[config.mk]
export PLATFORM = sky130hd
export DESIGN_NAME = handle_pool_allocator_top
export DESIGN_NICKNAME = d
export VERILOG_FILES = /design/src/hw/rtl/hpa_pkg.sv /design/src/hw/rtl/hpa_ram.sv /design/src/hw/rtl/hpa_cfg.sv /design/src/hw/rtl/hpa_core.sv /design/src/hw/rtl/handle_pool_allocator_top.sv
export SDC_FILE = /design/constraint.sdc
export NUM_CORES = 2
export LEC_CHECK = 0
export BUFFER_PORTS_ARGS = -buffer_cell sky130_fd_sc_hd__clkbuf_2
export CORE_UTILIZATION = 50
export DETAILED_ROUTE_END_ITERATION = 12
export PLACE_DENSITY = 0.66
export RECOVER_POWER = 25
export SLEW_MARGIN = 10
export SYNTH_ARGS = -nofsm -noshare
export SYNTH_HDL_FRONTEND = slang
export SYNTH_MEMORY_MAX_BITS = 65536
export SYNTH_SLANG_ARGS = --single-unit
[constraint.sdc]
create_clock -name aclk -period 11.1 [get_ports aclk]
set_input_delay 1.11 -clock aclk [delete_from_list [all_inputs] [get_ports aclk]]
set_output_delay 1.11 -clock aclk [all_outputs]
set_load 0.01 [all_outputs]
[src/hw/rtl/hpa_pkg.sv]
// Shared types and constants of the handle pool allocator.
`default_nettype none

package hpa_pkg;

    localparam int HANDLE_W   = 6;
    localparam int WORD_W     = 32;
    localparam int OP_W       = 2;
    localparam int STATUS_W   = 3;
    localparam int CFG_ADDR_W = 3;
    localparam int CFG_DATA_W = 32;
    localparam int REG_SEL_LO = 2;
    localparam int S_TDATA_W  = 72;
    localparam int S_TUSER_W  = 3;
    localparam int M_TDATA_W  = 72;
    localparam int M_TUSER_W  = 3;

    typedef enum logic [OP_W-1:0] {
        OP_NEW,
        OP_FREE,
        OP_READ,
        OP_RSVD
    } op_t;

    typedef enum logic [STATUS_W-1:0] {
        ST_OK,
        ST_EXHAUSTED,
        ST_INVALID,
        ST_IN_USE,
        ST_STACK_FULL
    } status_t;

    typedef enum logic {
        REG_DEFAULT_FRICTION,
        REG_DEFAULT_RESTITUTION
    } cfg_reg_t;

    typedef struct packed {
        logic [WORD_W-1:0] default_friction;
        logic [WORD_W-1:0] default_restitution;
    } cfg_t;

endpackage

`default_nettype wire

[src/hw/rtl/hpa_ram.sv]
// Simple dual-port memory with registered read data and write-to-read bypass.
`default_nettype none

module hpa_ram #(
    parameter int DEPTH  = 64,
    parameter int DATA_W = 32
) (
    input  wire logic                       aclk,
    input  wire logic                       wr_en,
    input  wire logic [$clog2(DEPTH)-1:0]   wr_addr,
    input  wire logic [DATA_W-1:0]          wr_data,
    input  wire logic                       rd_en,
    input  wire logic [$clog2(DEPTH)-1:0]   rd_addr,
    output logic      [DATA_W-1:0]          rd_data
);

    logic [DATA_W-1:0] mem [DEPTH];
    logic [DATA_W-1:0] rd_data_reg;

    always_ff @(posedge aclk) begin
        if (wr_en) begin
            mem[wr_addr] <= wr_data;
        end
        if (rd_en) begin
            if (wr_en && (wr_addr == rd_addr)) begin
                rd_data_reg <= wr_data;
            end else begin
                rd_data_reg <= mem[rd_addr];
            end
        end
    end

    assign rd_data = rd_data_reg;

endmodule

`default_nettype wire

[src/hw/rtl/hpa_cfg.sv]
// Register port holding the default property words.
`default_nettype none

module hpa_cfg import hpa_pkg::*; (
    input  wire logic                  aclk,
    input  wire logic                  aresetn,
    input  wire logic                  psel,
    input  wire logic                  penable,
    input  wire logic                  pwrite,
    input  wire logic [CFG_ADDR_W-1:0] paddr,
    input  wire logic [CFG_DATA_W-1:0] pwdata,
    output logic      [CFG_DATA_W-1:0] prdata,
    output logic                       pready,
    output cfg_t                       cfg
);

    cfg_t     cfg_reg;
    cfg_reg_t sel;

    assign sel    = cfg_reg_t'(paddr[REG_SEL_LO]);
    assign pready = 1'b1;

    always_ff @(posedge aclk) begin
        if (!aresetn) begin
            cfg_reg <= '0;
        end else if (psel && penable && pwrite && pready) begin
            case (sel)
                REG_DEFAULT_FRICTION: begin
                    cfg_reg.default_friction <= pwdata;
                end
                REG_DEFAULT_RESTITUTION: begin
                    cfg_reg.default_restitution <= pwdata;
                end
                default: begin
                    cfg_reg <= cfg_reg;
                end
            endcase
        end
    end

    always_comb begin
        case (sel)
            REG_DEFAULT_FRICTION:    prdata = cfg_reg.default_friction;
            REG_DEFAULT_RESTITUTION: prdata = cfg_reg.default_restitution;
            default:                 prdata = '0;
        endcase
    end

    assign cfg = cfg_reg;

endmodule

`default_nettype wire

[src/hw/rtl/hpa_core.sv]
// Input stage, handle bookkeeping and result register of the allocator.
`default_nettype none

module hpa_core import hpa_pkg::*; #(
    parameter int CAPACITY = 64
) (
    input  wire logic                aclk,
    input  wire logic                aresetn,
    input  wire cfg_t                cfg,
    input  wire logic                s_tvalid,
    output logic                     s_tready,
    input  wire logic [OP_W-1:0]     s_operation,
    input  wire logic [HANDLE_W-1:0] s_handle,
    input  wire logic                s_use_default,
    input  wire logic [WORD_W-1:0]   s_friction_in,
    input  wire logic [WORD_W-1:0]   s_restitution_in,
    output logic                     m_tvalid,
    input  wire logic                m_tready,
    output logic [STATUS_W-1:0]      m_status,
    output logic [HANDLE_W-1:0]      m_handle_out,
    output logic [WORD_W-1:0]        m_friction_out,
    output logic [WORD_W-1:0]        m_restitution_out
);

    localparam int IDX_W  = $clog2(CAPACITY);
    localparam int CNT_W  = $clog2(CAPACITY + 1);
    localparam int CMP_W  = (CNT_W > HANDLE_W) ? CNT_W : HANDLE_W;
    localparam int PROP_W = 2 * WORD_W;
    localparam logic [CNT_W-1:0] CAP_CNT = CNT_W'(CAPACITY);
    localparam logic [CNT_W-1:0] ONE_CNT = CNT_W'(1);

    logic                s1_valid_reg;
    op_t                 s1_op_reg;
    logic [HANDLE_W-1:0] s1_handle_reg;
    logic                s1_dflt_reg;
    logic [WORD_W-1:0]   s1_fric_reg;
    logic [WORD_W-1:0]   s1_rest_reg;

    logic [CNT_W-1:0]    free_count_reg, free_count_next;
    logic [CNT_W-1:0]    next_fresh_reg, next_fresh_next;

    logic                res_valid_reg;
    status_t             res_status_reg, res_status_next;
    logic [HANDLE_W-1:0] res_handle_reg, res_handle_next;
    logic [WORD_W-1:0]   res_fric_reg, res_fric_next;
    logic [WORD_W-1:0]   res_rest_reg, res_rest_next;

    logic                s1_adv;
    logic                s_accept;
    logic                h_known;
    logic [IDX_W-1:0]    h_idx;
    logic [IDX_W-1:0]    slot;
    logic [IDX_W-1:0]    in_idx;

    logic [PROP_W-1:0]   prop_rd;
    logic                prop_we;
    logic [0:0]          used_rd;
    logic                used_we;
    logic [IDX_W-1:0]    used_waddr;
    logic [0:0]          used_wdata;
    logic [IDX_W-1:0]    stack_rd;
    logic                stack_we;
    logic [CNT_W-1:0]    fc_eff;
    logic [CNT_W-1:0]    fc_top;

    assign s1_adv   = s1_valid_reg && (!res_valid_reg || m_tready);
    assign s_tready = !s1_valid_reg || s1_adv;
    assign s_accept = s_tvalid && s_tready;

    assign h_known = CMP_W'(s1_handle_reg) < CMP_W'(next_fresh_reg);
    assign h_idx   = IDX_W'(s1_handle_reg);
    assign in_idx  = IDX_W'(s_handle);

    // The stack top for the next word follows the count this word leaves.
    assign fc_eff = s1_adv ? free_count_next : free_count_reg;
    assign fc_top = fc_eff - ONE_CNT;

    always_comb begin
        res_status_next = ST_OK;
        res_handle_next = '0;
        res_fric_next   = '0;
        res_rest_next   = '0;
        free_count_next = free_count_reg;
        next_fresh_next = next_fresh_reg;
        slot            = stack_rd;
        prop_we         = 1'b0;
        used_we         = 1'b0;
        used_waddr      = h_idx;
        used_wdata      = 1'b0;
        stack_we        = 1'b0;
        case (s1_op_reg)
            OP_NEW: begin
                // The slot taken from the stack or the fresh indexes is marked in use.
                if (free_count_reg != '0) begin
                    slot            = stack_rd;
                    free_count_next = free_count_reg - ONE_CNT;
                end else if (next_fresh_reg == CAP_CNT) begin
                    res_status_next = ST_EXHAUSTED;
                end else begin
                    slot            = next_fresh_reg[IDX_W-1:0];
                    next_fresh_next = next_fresh_reg + ONE_CNT;
                end
                if (res_status_next == ST_OK) begin
                    prop_we         = 1'b1;
                    used_we         = 1'b1;
                    used_waddr      = slot;
                    used_wdata      = 1'b1;
                    res_handle_next = HANDLE_W'(slot);
                end
            end
            OP_FREE: begin
                if (!h_known) begin
                    res_status_next = ST_INVALID;
                end else if (used_rd[0]) begin
                    if (free_count_reg == CAP_CNT) begin
                        res_status_next = ST_STACK_FULL;
                    end else begin
                        used_we         = 1'b1;
                        stack_we        = 1'b1;
                        free_count_next = free_count_reg + ONE_CNT;
                    end
                end
            end
            OP_READ: begin
                if (s1_dflt_reg) begin
                    res_fric_next = cfg.default_friction;
                    res_rest_next = cfg.default_restitution;
                end else if (!h_known) begin
                    res_status_next = ST_INVALID;
                end else begin
                    res_fric_next = prop_rd[WORD_W-1:0];
                    res_rest_next = prop_rd[PROP_W-1:WORD_W];
                end
            end
            default: begin
                res_status_next = ST_INVALID;
            end
        endcase
    end

    hpa_ram #(.DEPTH(CAPACITY), .DATA_W(PROP_W)) u_prop_ram (
        .aclk    (aclk),
        .wr_en   (prop_we && s1_adv),
        .wr_addr (slot),
        .wr_data ({s1_rest_reg, s1_fric_reg}),
        .rd_en   (s_accept),
        .rd_addr (in_idx),
        .rd_data (prop_rd)
    );

    hpa_ram #(.DEPTH(CAPACITY), .DATA_W(1)) u_used_ram (
        .aclk    (aclk),
        .wr_en   (used_we && s1_adv),
        .wr_addr (used_waddr),
        .wr_data (used_wdata),
        .rd_en   (s_accept),
        .rd_addr (in_idx),
        .rd_data (used_rd)
    );

    hpa_ram #(.DEPTH(CAPACITY), .DATA_W(IDX_W)) u_stack_ram (
        .aclk    (aclk),
        .wr_en   (stack_we && s1_adv),
        .wr_addr (free_count_reg[IDX_W-1:0]),
        .wr_data (h_idx),
        .rd_en   (s_accept),
        .rd_addr (fc_top[IDX_W-1:0]),
        .rd_data (stack_rd)
    );

    always_ff @(posedge aclk) begin
        if (!aresetn) begin
            s1_valid_reg   <= 1'b0;
            res_valid_reg  <= 1'b0;
            free_count_reg <= '0;
            next_fresh_reg <= '0;
        end else begin
            if (s_accept) begin
                s1_valid_reg <= 1'b1;
            end else if (s1_adv) begin
                s1_valid_reg <= 1'b0;
            end
            if (s1_adv) begin
                res_valid_reg  <= 1'b1;
                free_count_reg <= free_count_next;
                next_fresh_reg <= next_fresh_next;
            end else if (m_tready) begin
                res_valid_reg <= 1'b0;
            end
        end
    end

    always_ff @(posedge aclk) begin
        if (s_accept) begin
            s1_op_reg     <= op_t'(s_operation);
            s1_handle_reg <= s_handle;
            s1_dflt_reg   <= s_use_default;
            s1_fric_reg   <= s_friction_in;
            s1_rest_reg   <= s_restitution_in;
        end
        if (s1_adv) begin
            res_status_reg <= res_status_next;
            res_handle_reg <= res_handle_next;
            res_fric_reg   <= res_fric_next;
            res_rest_reg   <= res_rest_next;
        end
    end

    assign m_tvalid          = res_valid_reg;
    assign m_status          = res_status_reg;
    assign m_handle_out      = res_handle_reg;
    assign m_friction_out    = res_fric_reg;
    assign m_restitution_out = res_rest_reg;

endmodule

`default_nettype wire

[src/hw/rtl/handle_pool_allocator_top.sv]
// Top level of the handle pool allocator.
//
// The slave stream takes one request word per cycle while it is not stalled:
// new (store two property words in a fresh or recycled handle), free (return
// a handle), or read (fetch the words of a handle, or the default words). The
// master stream returns one result word per request, in order, carrying a
// status code in m_tuser. The default words are set through the register port
// at byte addresses 0 and 4; the user must set them only while the stream is
// idle, as the block itself does not enforce this. A request accepted by the
// slave stream is registered together with its memory reads in the input
// stage, and its result is then loaded into the output register once that
// register is free or being taken. One request is taken every cycle while the
// receiver does not stall; the property, in-use and free-stack memories have
// registered read ports. Reset empties the pool and the free stack and clears
// the default words; no clearing pass runs, so requests are taken as soon as
// reset is released. When the receiver stalls, the result waits in the output
// register, one more request waits in the input stage, and s_tready then
// falls until a result is taken.
`default_nettype none

module handle_pool_allocator_top import hpa_pkg::*; #(
    parameter int CAPACITY = 64
) (
    input  wire logic                  aclk,
    input  wire logic                  aresetn,
    input  wire logic                  psel,
    input  wire logic                  penable,
    input  wire logic                  pwrite,
    input  wire logic [CFG_ADDR_W-1:0] paddr,
    input  wire logic [CFG_DATA_W-1:0] pwdata,
    output logic      [CFG_DATA_W-1:0] prdata,
    output logic                       pready,
    input  wire logic                  s_tvalid,
    output logic                       s_tready,
    // Fields from bit 0: handle, friction_in, restitution_in, zero fill.
    input  wire logic [S_TDATA_W-1:0]  s_tdata,
    // Fields from bit 0: operation, use_default.
    input  wire logic [S_TUSER_W-1:0]  s_tuser,
    output logic                       m_tvalid,
    input  wire logic                  m_tready,
    // Fields from bit 0: handle_out, friction_out, restitution_out, zero fill.
    output logic      [M_TDATA_W-1:0]  m_tdata,
    // Fields from bit 0: status.
    output logic      [M_TUSER_W-1:0]  m_tuser
);

    localparam int FRIC_LO = HANDLE_W;
    localparam int REST_LO = HANDLE_W + WORD_W;
    localparam int PAD_LO  = HANDLE_W + 2 * WORD_W;

    cfg_t                cfg;
    logic [STATUS_W-1:0] m_status;
    logic [HANDLE_W-1:0] m_handle_out;
    logic [WORD_W-1:0]   m_friction_out;
    logic [WORD_W-1:0]   m_restitution_out;

    hpa_cfg u_cfg (
        .aclk    (aclk),
        .aresetn (aresetn),
        .psel    (psel),
        .penable (penable),
        .pwrite  (pwrite),
        .paddr   (paddr),
        .pwdata  (pwdata),
        .prdata  (prdata),
        .pready  (pready),
        .cfg     (cfg)
    );

    hpa_core #(.CAPACITY(CAPACITY)) u_core (
        .aclk              (aclk),
        .aresetn           (aresetn),
        .cfg               (cfg),
        .s_tvalid          (s_tvalid),
        .s_tready          (s_tready),
        .s_operation       (s_tuser[OP_W-1:0]),
        .s_handle          (s_tdata[HANDLE_W-1:0]),
        .s_use_default     (s_tuser[OP_W]),
        .s_friction_in     (s_tdata[REST_LO-1:FRIC_LO]),
        .s_restitution_in  (s_tdata[PAD_LO-1:REST_LO]),
        .m_tvalid          (m_tvalid),
        .m_tready          (m_tready),
        .m_status          (m_status),
        .m_handle_out      (m_handle_out),
        .m_friction_out    (m_friction_out),
        .m_restitution_out (m_restitution_out)
    );

    assign m_tdata = {(M_TDATA_W - PAD_LO)'(0), m_restitution_out, m_friction_out,
                      m_handle_out};
    assign m_tuser = m_status;

    // A ready receiver never holds up the request side.
    a_no_stall_when_drained: assert property (
        @(posedge aclk) disable iff (!aresetn)
        m_tready |-> s_tready
    ) else $error("s_tready low while m_tready high");

    // A failed request carries no handle and no property words.
    a_error_word_zero: assert property (
        @(posedge aclk) disable iff (!aresetn)
        (m_tvalid && (m_tuser != ST_OK)) |-> (m_tdata == '0)
    ) else $error("error result carries nonzero data");

    // An accepted request passes the input stage and the result register to the output if not stalled.
    a_latency: assert property (
        @(posedge aclk) disable iff (!aresetn)
        (s_tvalid && s_tready && m_tready) ##1 m_tready |=> m_tvalid
    ) else $error("result missing two cycles after acceptance");

endmodule

`default_nettype wire
# Yosys cells after proc, flatten, opt, wreduce, memory -nomap -nowiden
# Memories as Yosys holds them, arrays and structs flattened. A register that Yosys moved wholly into a read port is not among the register bits.
# Index checks and enable logic that the tools add are counted.
[word_totals]
reg_bits = 226
ramBits = 4544
inputBits = 117
output_inout_bits = 110
elab_cells = 92
memories = 3
[memory_table]
columns = ["memory", "depth", "width", "read_ports", "rd_clocked_by_memory_dff", "write_ports", "line_no", "text"]
rows = [
  ["u_core.u_prop_ram.mem", 64, 64, 1, 1, 1, "hpa_ram.sv:17", "logic [DATA_W-1:0] mem [DEPTH];"],
  ["u_core.u_stack_ram.mem", 64, 6, 1, 1, 1, "hpa_ram.sv:17", ""],
  ["u_core.u_used_ram.mem", 64, 1, 1, 1, 1, "hpa_ram.sv:17", ""],
]
[op_classes]
add_sub_neg = 4
order_cmp = 1
n_eq_ne = 4
mux = 42
n_bitwise = 3
reduce_logical = 20
[op_table]
columns = ["operator", "n"]
rows = [
  ["32-bit 2-to-1 mux", 4],
  ["32-bit one-hot mux with 2 select lines", 1],
  ["7-bit 2-to-1 mux", 5],
  ["6-bit 2-to-1 mux", 5],
  ["3-bit 2-to-1 mux", 6],
  ["1-bit 2-to-1 mux", 17],
  ["7-bit by 1-bit adder with 7-bit output (second input constant)", 2],
  ["7-bit == test (second input constant)", 2],
  ["7-bit one-hot mux with 2 select lines", 1],
  ["3-bit one-hot mux with 3 select lines", 1],
  ["1-bit logical AND", 7],
  ["6-bit by 7-bit < comparator with 1-bit output", 1],
  ["7-bit nonzero test", 1],
  ["7-bit by 1-bit subtractor with 7-bit output (second input constant)", 1],
  ["2-bit AND reduction", 3],
  ["6-bit by 1-bit subtractor with 6-bit output (second input constant)", 1],
  ["4-bit AND reduction", 1],
  ["2-bit nonzero test", 2],
  ["3-bit logical NOT", 1],
  ["1-bit inverter", 3],
  ["2-bit by 1-bit == test with 1-bit output (second input constant)", 1],
  ["2-bit == test (second input constant)", 1],
  ["1-bit logical NOT", 2],
  ["2-bit logical NOT", 1],
  ["3 further kinds", 4],
]

# Logic depth before layout (Yosys ltp)
[depth]
word_depth = 10
mapped_depth = 21

# Modules after synthesis
# From an unflattened synthesis, not the netlist that was laid out.
[hier_totals]
cells_unflattened = 9853
area_unflattened_um2 = 188209.3
[by_module_without_submodules]
columns = ["module", "instances", "cells_per_inst", "area_per_inst_um2"]
rows = [
  ["hpa_ram at u_core.u_prop_ram", 1, 7882, 159645.6],
  ["hpa_ram at u_core.u_stack_ram", 1, 818, 15544.9],
  ["hpa_core", 1, 643, 7149.4],
  ["hpa_ram at u_core.u_used_ram", 1, 225, 3040.4],
  ["hpa_cfg", 1, 282, 2810.2],
  ["handle_pool_allocator_top", 1, 3, 18.8],
]

# Worst setup path after synthesis
# OpenSTA, ideal clock, no wires.
[synth_timing]
path_kind = "reg2reg"
startpoint = "register u_core.free_count_reg[1]"
endpoint = "memory u_core.u_prop_ram.mem[0][0] (netlist bit), enable pin"
setup_time_ps = 487
t_arrival_ps = 5258
slack_ps = 5356
stages_incl_launch_ff = 13
period_less_slack_ps = 5744
cell_sequence = "dfxtp_1 -> clkbuf_1 -> inv_1 -> ha_1 -> nor3b_4 -> nand2_1 -> nor2_2 -> nand2_1 -> buf_2 -> clkbuf_1 -> a22oi_1 -> nand3_1 -> nor2_1"
[synth_between]
elab_chain_len = 9
word_cells_on_any_way = 11
[synth_rtl]
columns = ["item", "line_no", "text"]
rows = [
  ["start, declared", "hpa_core.sv:39", "logic [CNT_W-1:0] free_count_reg, free_count_next;"],
  ["start signal, assigned", "hpa_core.sv:185", "free_count_reg <= free_count_next;"],
  ["7-bit nonzero test *", "hpa_core.sv:94", "if (free_count_reg != '0) begin"],
  ["3-bit 2-to-1 mux", "hpa_core.sv:94", ""],
  ["3-bit 2-to-1 mux", "hpa_core.sv:91", "case (s1_op_reg)"],
  ["3-bit logical NOT", "hpa_core.sv:103", "if (res_status_next == ST_OK) begin"],
  ["1-bit 2-to-1 mux", "hpa_core.sv:103", ""],
  ["1-bit 2-to-1 mux", "hpa_core.sv:91", ""],
  ["1-bit logical AND", "hpa_core.sv:143", ".wr_en (prop_we && s1_adv),"],
  ["1-bit 2-to-1 mux", "hpa_ram.sv:21", "if (wr_en) begin"],
  ["1-bit 2-to-1 mux (not written as such)", "hpa_ram.sv:22", "mem[wr_addr] <= wr_data;"],
  ["end, declared", "hpa_ram.sv:17", ""],
]
# Mark *: on every way between the ends. The rest lies on a longest branch, timed or not. The select of a mux whose other input is x is not followed.

# Final worst setup path
[layout_timing]
startpoint = "register u_core.s1_handle_reg[4] (netlist: u_core.h_idx[4])"
endpoint = "register u_core.u_stack_ram.rd_data_reg[3] (netlist: u_core.u_stack_ram.rd_data[3]) (read register of u_core.u_stack_ram.mem), data pin"
[layout_between]
elab_chain_len = 5
[layout_rtl]
columns = ["item", "line_no", "text"]
rows = [
  ["start, declared", "hpa_core.sv:34", "logic [HANDLE_W-1:0] s1_handle_reg;"],
  ["start signal, assigned", "hpa_core.sv:196", "s1_handle_reg <= s_handle;"],
  ["6-bit by 7-bit < comparator with 1-bit output", "hpa_core.sv:70", "assign h_known = CMP_W'(s1_handle_reg) < CMP_W'(next_fresh_reg);"],
  ["7-bit 2-to-1 mux", "hpa_core.sv:112", "if (!h_known) begin"],
  ["7-bit one-hot mux with 2 select lines", "hpa_core.sv:91", ""],
  ["7-bit 2-to-1 mux", "n/a", ""],
  ["6-bit by 1-bit subtractor with 6-bit output", "hpa_core.sv:76", "assign fc_top = fc_eff - ONE_CNT;"],
  ["end, declared", "hpa_ram.sv:18", "logic [DATA_W-1:0] rd_data_reg;"],
]
# Every way passes these cells.
# A chain may end at the register's enable or synchronous reset.

==> reports/results.tsv <==
metric	value	unit
status	finished with violations	
violations	max-capacitance violations, max-slew violations	
post-route-period-util	0.767	
fmax	117	MHz
fin_crit	8.52	ns
vias_per_cell	6.49	
antenna_found_initial	8	
grt_util_all_layers	0.267	
die_h	611	um
yosys_warnings	0	
cts_sinks	4841	
clk_latency	1.03	ns
whs_path_depth	1	
post-route-util	0.568	
crit_slowest_cell	clkbuf_1	
num-fill-cells	26300	
slew_violations	3467	
avgSynthCellArea	23.5	um^2
powerDensity	186	nW/um^2
synthFlopType	edfxtp_1	
dr_wl_met3	48300	um
ff2ff_path_depth	16	
detail-route-antenna-nets	0	
synthTopCellsByArea	edfxtp_1 (77%), mux4_2 (18%), dfxtp_1 (0.86%), nor2_1 (0.70%), clkbuf_1 (0.62%)	
maxCapViolations	53	
crit_type	register to register	
initial_utilization	0.503	
remaining_drc_errors	0	
reg_top3	u_core.u_prop_ram.mem (4096), u_core.u_stack_ram.mem (384)	
clk_pin_slew_worst_paths	0.07	ns
worstPathMaxFanout	73	
grt_max_degree	141	
root_buffer	clkbuf_16	
dieArea	373000	um^2
endpoint_kind	register	
synthCells	7901	
ir_drop	0.152	mV
grt_pass1_vias	89200	
hpwlAfterDp	261000	um
worst_pin_slew	3.59	ns
finalSetupViolCount	0	
drive_gt1_frac	0.312	
io_pins	227	
largest_reg_flops	4096	
cts_buffers	477	
regMostFlops	u_core.u_prop_ram.mem	
synth_edf_count	4761	
cts_tree	built	
htree_levels	5	
synth-seq-cells	4841	
coreArea	369000	um^2
postCtsHoldBufs	0	
hp-start	s_tdata[45]	
fin_ws	2.58	ns
final_nets	8582	
r2r_slack	2.58	ns
wl_met1	186000	um
placed_cells	12900	
yosysMostFrequentCell	edfxtp_1	
slew_headroom	-1.39	
p_leak	64.9	nW
critPathMaxStageDelay	2.06	ns
post-place-ws	4.28	ns
die_x	611	um
fin_worst_skew	0.114	ns
top_layer	met5	
wl	498000	um
rows	223	
dr_total_vias	89700	
synthToLayoutAreaGrowth	12.9	%
rsz0062_at_grt	false	
cts_resized	0	
crit_chain	clkbuf_1, ha_1, a211oi_1, nor3_1, a211oi_2, a311o_1, nand2_2, inv_6, ha_1, xnor2_2, buf_4, mux4_2, a22oi_1, nand3_1, nand4_1, o21ai_1	
crit_top_cell	ha_1	
post_cts_buffers	0	
min_to	u_core.s1_rest_reg[7]	
synth_top_area_cell	edfxtp_1	
setup_tns	0	ns
met2_length	238000	um
drt-pass1-iter-count	7	
gr-total-overflow	0	
synth_top_area_share	0.771	
worstReg2RegStart	u_core.h_idx[4]	
worst_r2r_endpoint	u_core.u_stack_ram.rd_data[3]	
clock_path_buffers	4	
ys_top_cells_by_count	edfxtp_1 (4761), mux4_2 (1457), nor2_1 (346)	
stdcell_count	13800	
finalHoldViolations	0	
avgRoutedWirePerCell	36.0	um
synth_cell_types	64	
ys_seq_area_frac	0.779	
required	11.82	ns
arrival	9.24	ns
async_flop_share	0	
worstSetupStartpointType	register	
port_buffers	219	
hp-class	input port to register	
grt_pass1_wl	694000	um
gp_congestion	0.837	
netlist_area	186000	um^2
drt_iter0_drc	12900	
==> report_power, final <==
| group | internal [mW] | total, mW | switching [mW] |
|---|---|---|---|
| logic | 0.931 | 2.40 | 1.46 |
| registers | 20.3 | 20.3 | 0.0879 |
| clock network | 9.39 | 16.3 | 6.91 |
==> kinds of logic after synthesis <==
| group | count (synthesis) | share of synthesized area |
|---|---|---|
| flops | 4841 | 0.779 |
| mux | 1562 | 0.183 |
| simple gates | 770 | 0.0174 |
| buf+inv | 437 | 0.00911 |
| compound gates | 253 | 0.00902 |
| xor+xnor | 26 | 0.00123 |
| fa+ha+maj | 10 | 0.000674 |
| other cells | 2 | 0.0000405 |
==> through the flow <==
stage          cell area [um^2]  hold slack (ns)  power, mW
6_report                 210000            0.276       39.0
5_1_grt                  210000            0.252       40.0
4_1_cts                  210000            0.203       39.2
3_5_place_dp             194000            0.476       23.1
3_3_place_gp             194000            0.468       23.1
2_1_floorplan            186000            0.453       22.2
==> per-layer routing <==
metal  up-vias  track usage
met4         4        0.118
met5         -            0
li1      34800            -
met3       923       0.0458
met1     48800        0.369
met2      5201        0.421
==> critical path, delay by kind of cell (launching register included) <==
family | cells | cell delay (ns)
adders and majority gates | 2 | 0.94
buffers and inverters | 3 | 3.64
AOI/OAI and AO/OA | 5 | 1.90
muxes | 1 | 0.43
and+or+nand+nor | 4 | 0.79
DFF | 1 | 0.31
xor gates and xnor gates | 1 | 0.15
==> area by class of cell <==
type / instances / area (um^2) / area share
antenna: 4 / 10.0 / 0.0000478
inverter: 20 / 82.6 / 0.000394
tap: 4950 / 6190 / 0.0296
multi-input combinational: 2624 / 39800 / 0.190
sequential: 4841 / 145000 / 0.690
clock inverter: 319 / 3340 / 0.0160
clock buffer: 572 / 12400 / 0.0592
timing repair buffer: 491 / 3110 / 0.0149
==> how the worst max path moves through the flow <==
stage	start	end	slack, ns	cells past startpoint
6_report	u_core.h_idx[4]	u_core.u_stack_ram.rd_data[3]	2.58	16
5_1_grt	u_core.h_idx[1]	u_core.u_stack_ram.rd_data[3]	2.07	15
4_1_cts	u_core.h_idx[1]	u_core.u_stack_ram.rd_data[1]	4.31	15
3_5_place_dp	u_core.h_idx[4]	u_core.u_stack_ram.rd_data[0]	4.28	16
3_3_place_gp	u_core.h_idx[4]	u_core.u_stack_ram.rd_data[3]	4.46	16
2_1_floorplan	u_core.free_count_reg[1]	u_core.u_prop_ram.mem[0][0]	5.36	12
==> layout by cell type, fill, tap and decap left out, types with 98 or more instances in the layout <==
cell / instances
edfxtp_1: 4761
mux4_2: 1457
clkbuf_16: 482
nor2_1: 280
nand2_1: 275
buf_4: 209
clkbuf_2: 200
clkbuf_1: 155
clkinv_1: 104
clkinv_2: 104
mux2_2: 98
No activity file was read; power rests on OpenSTA's default activity.
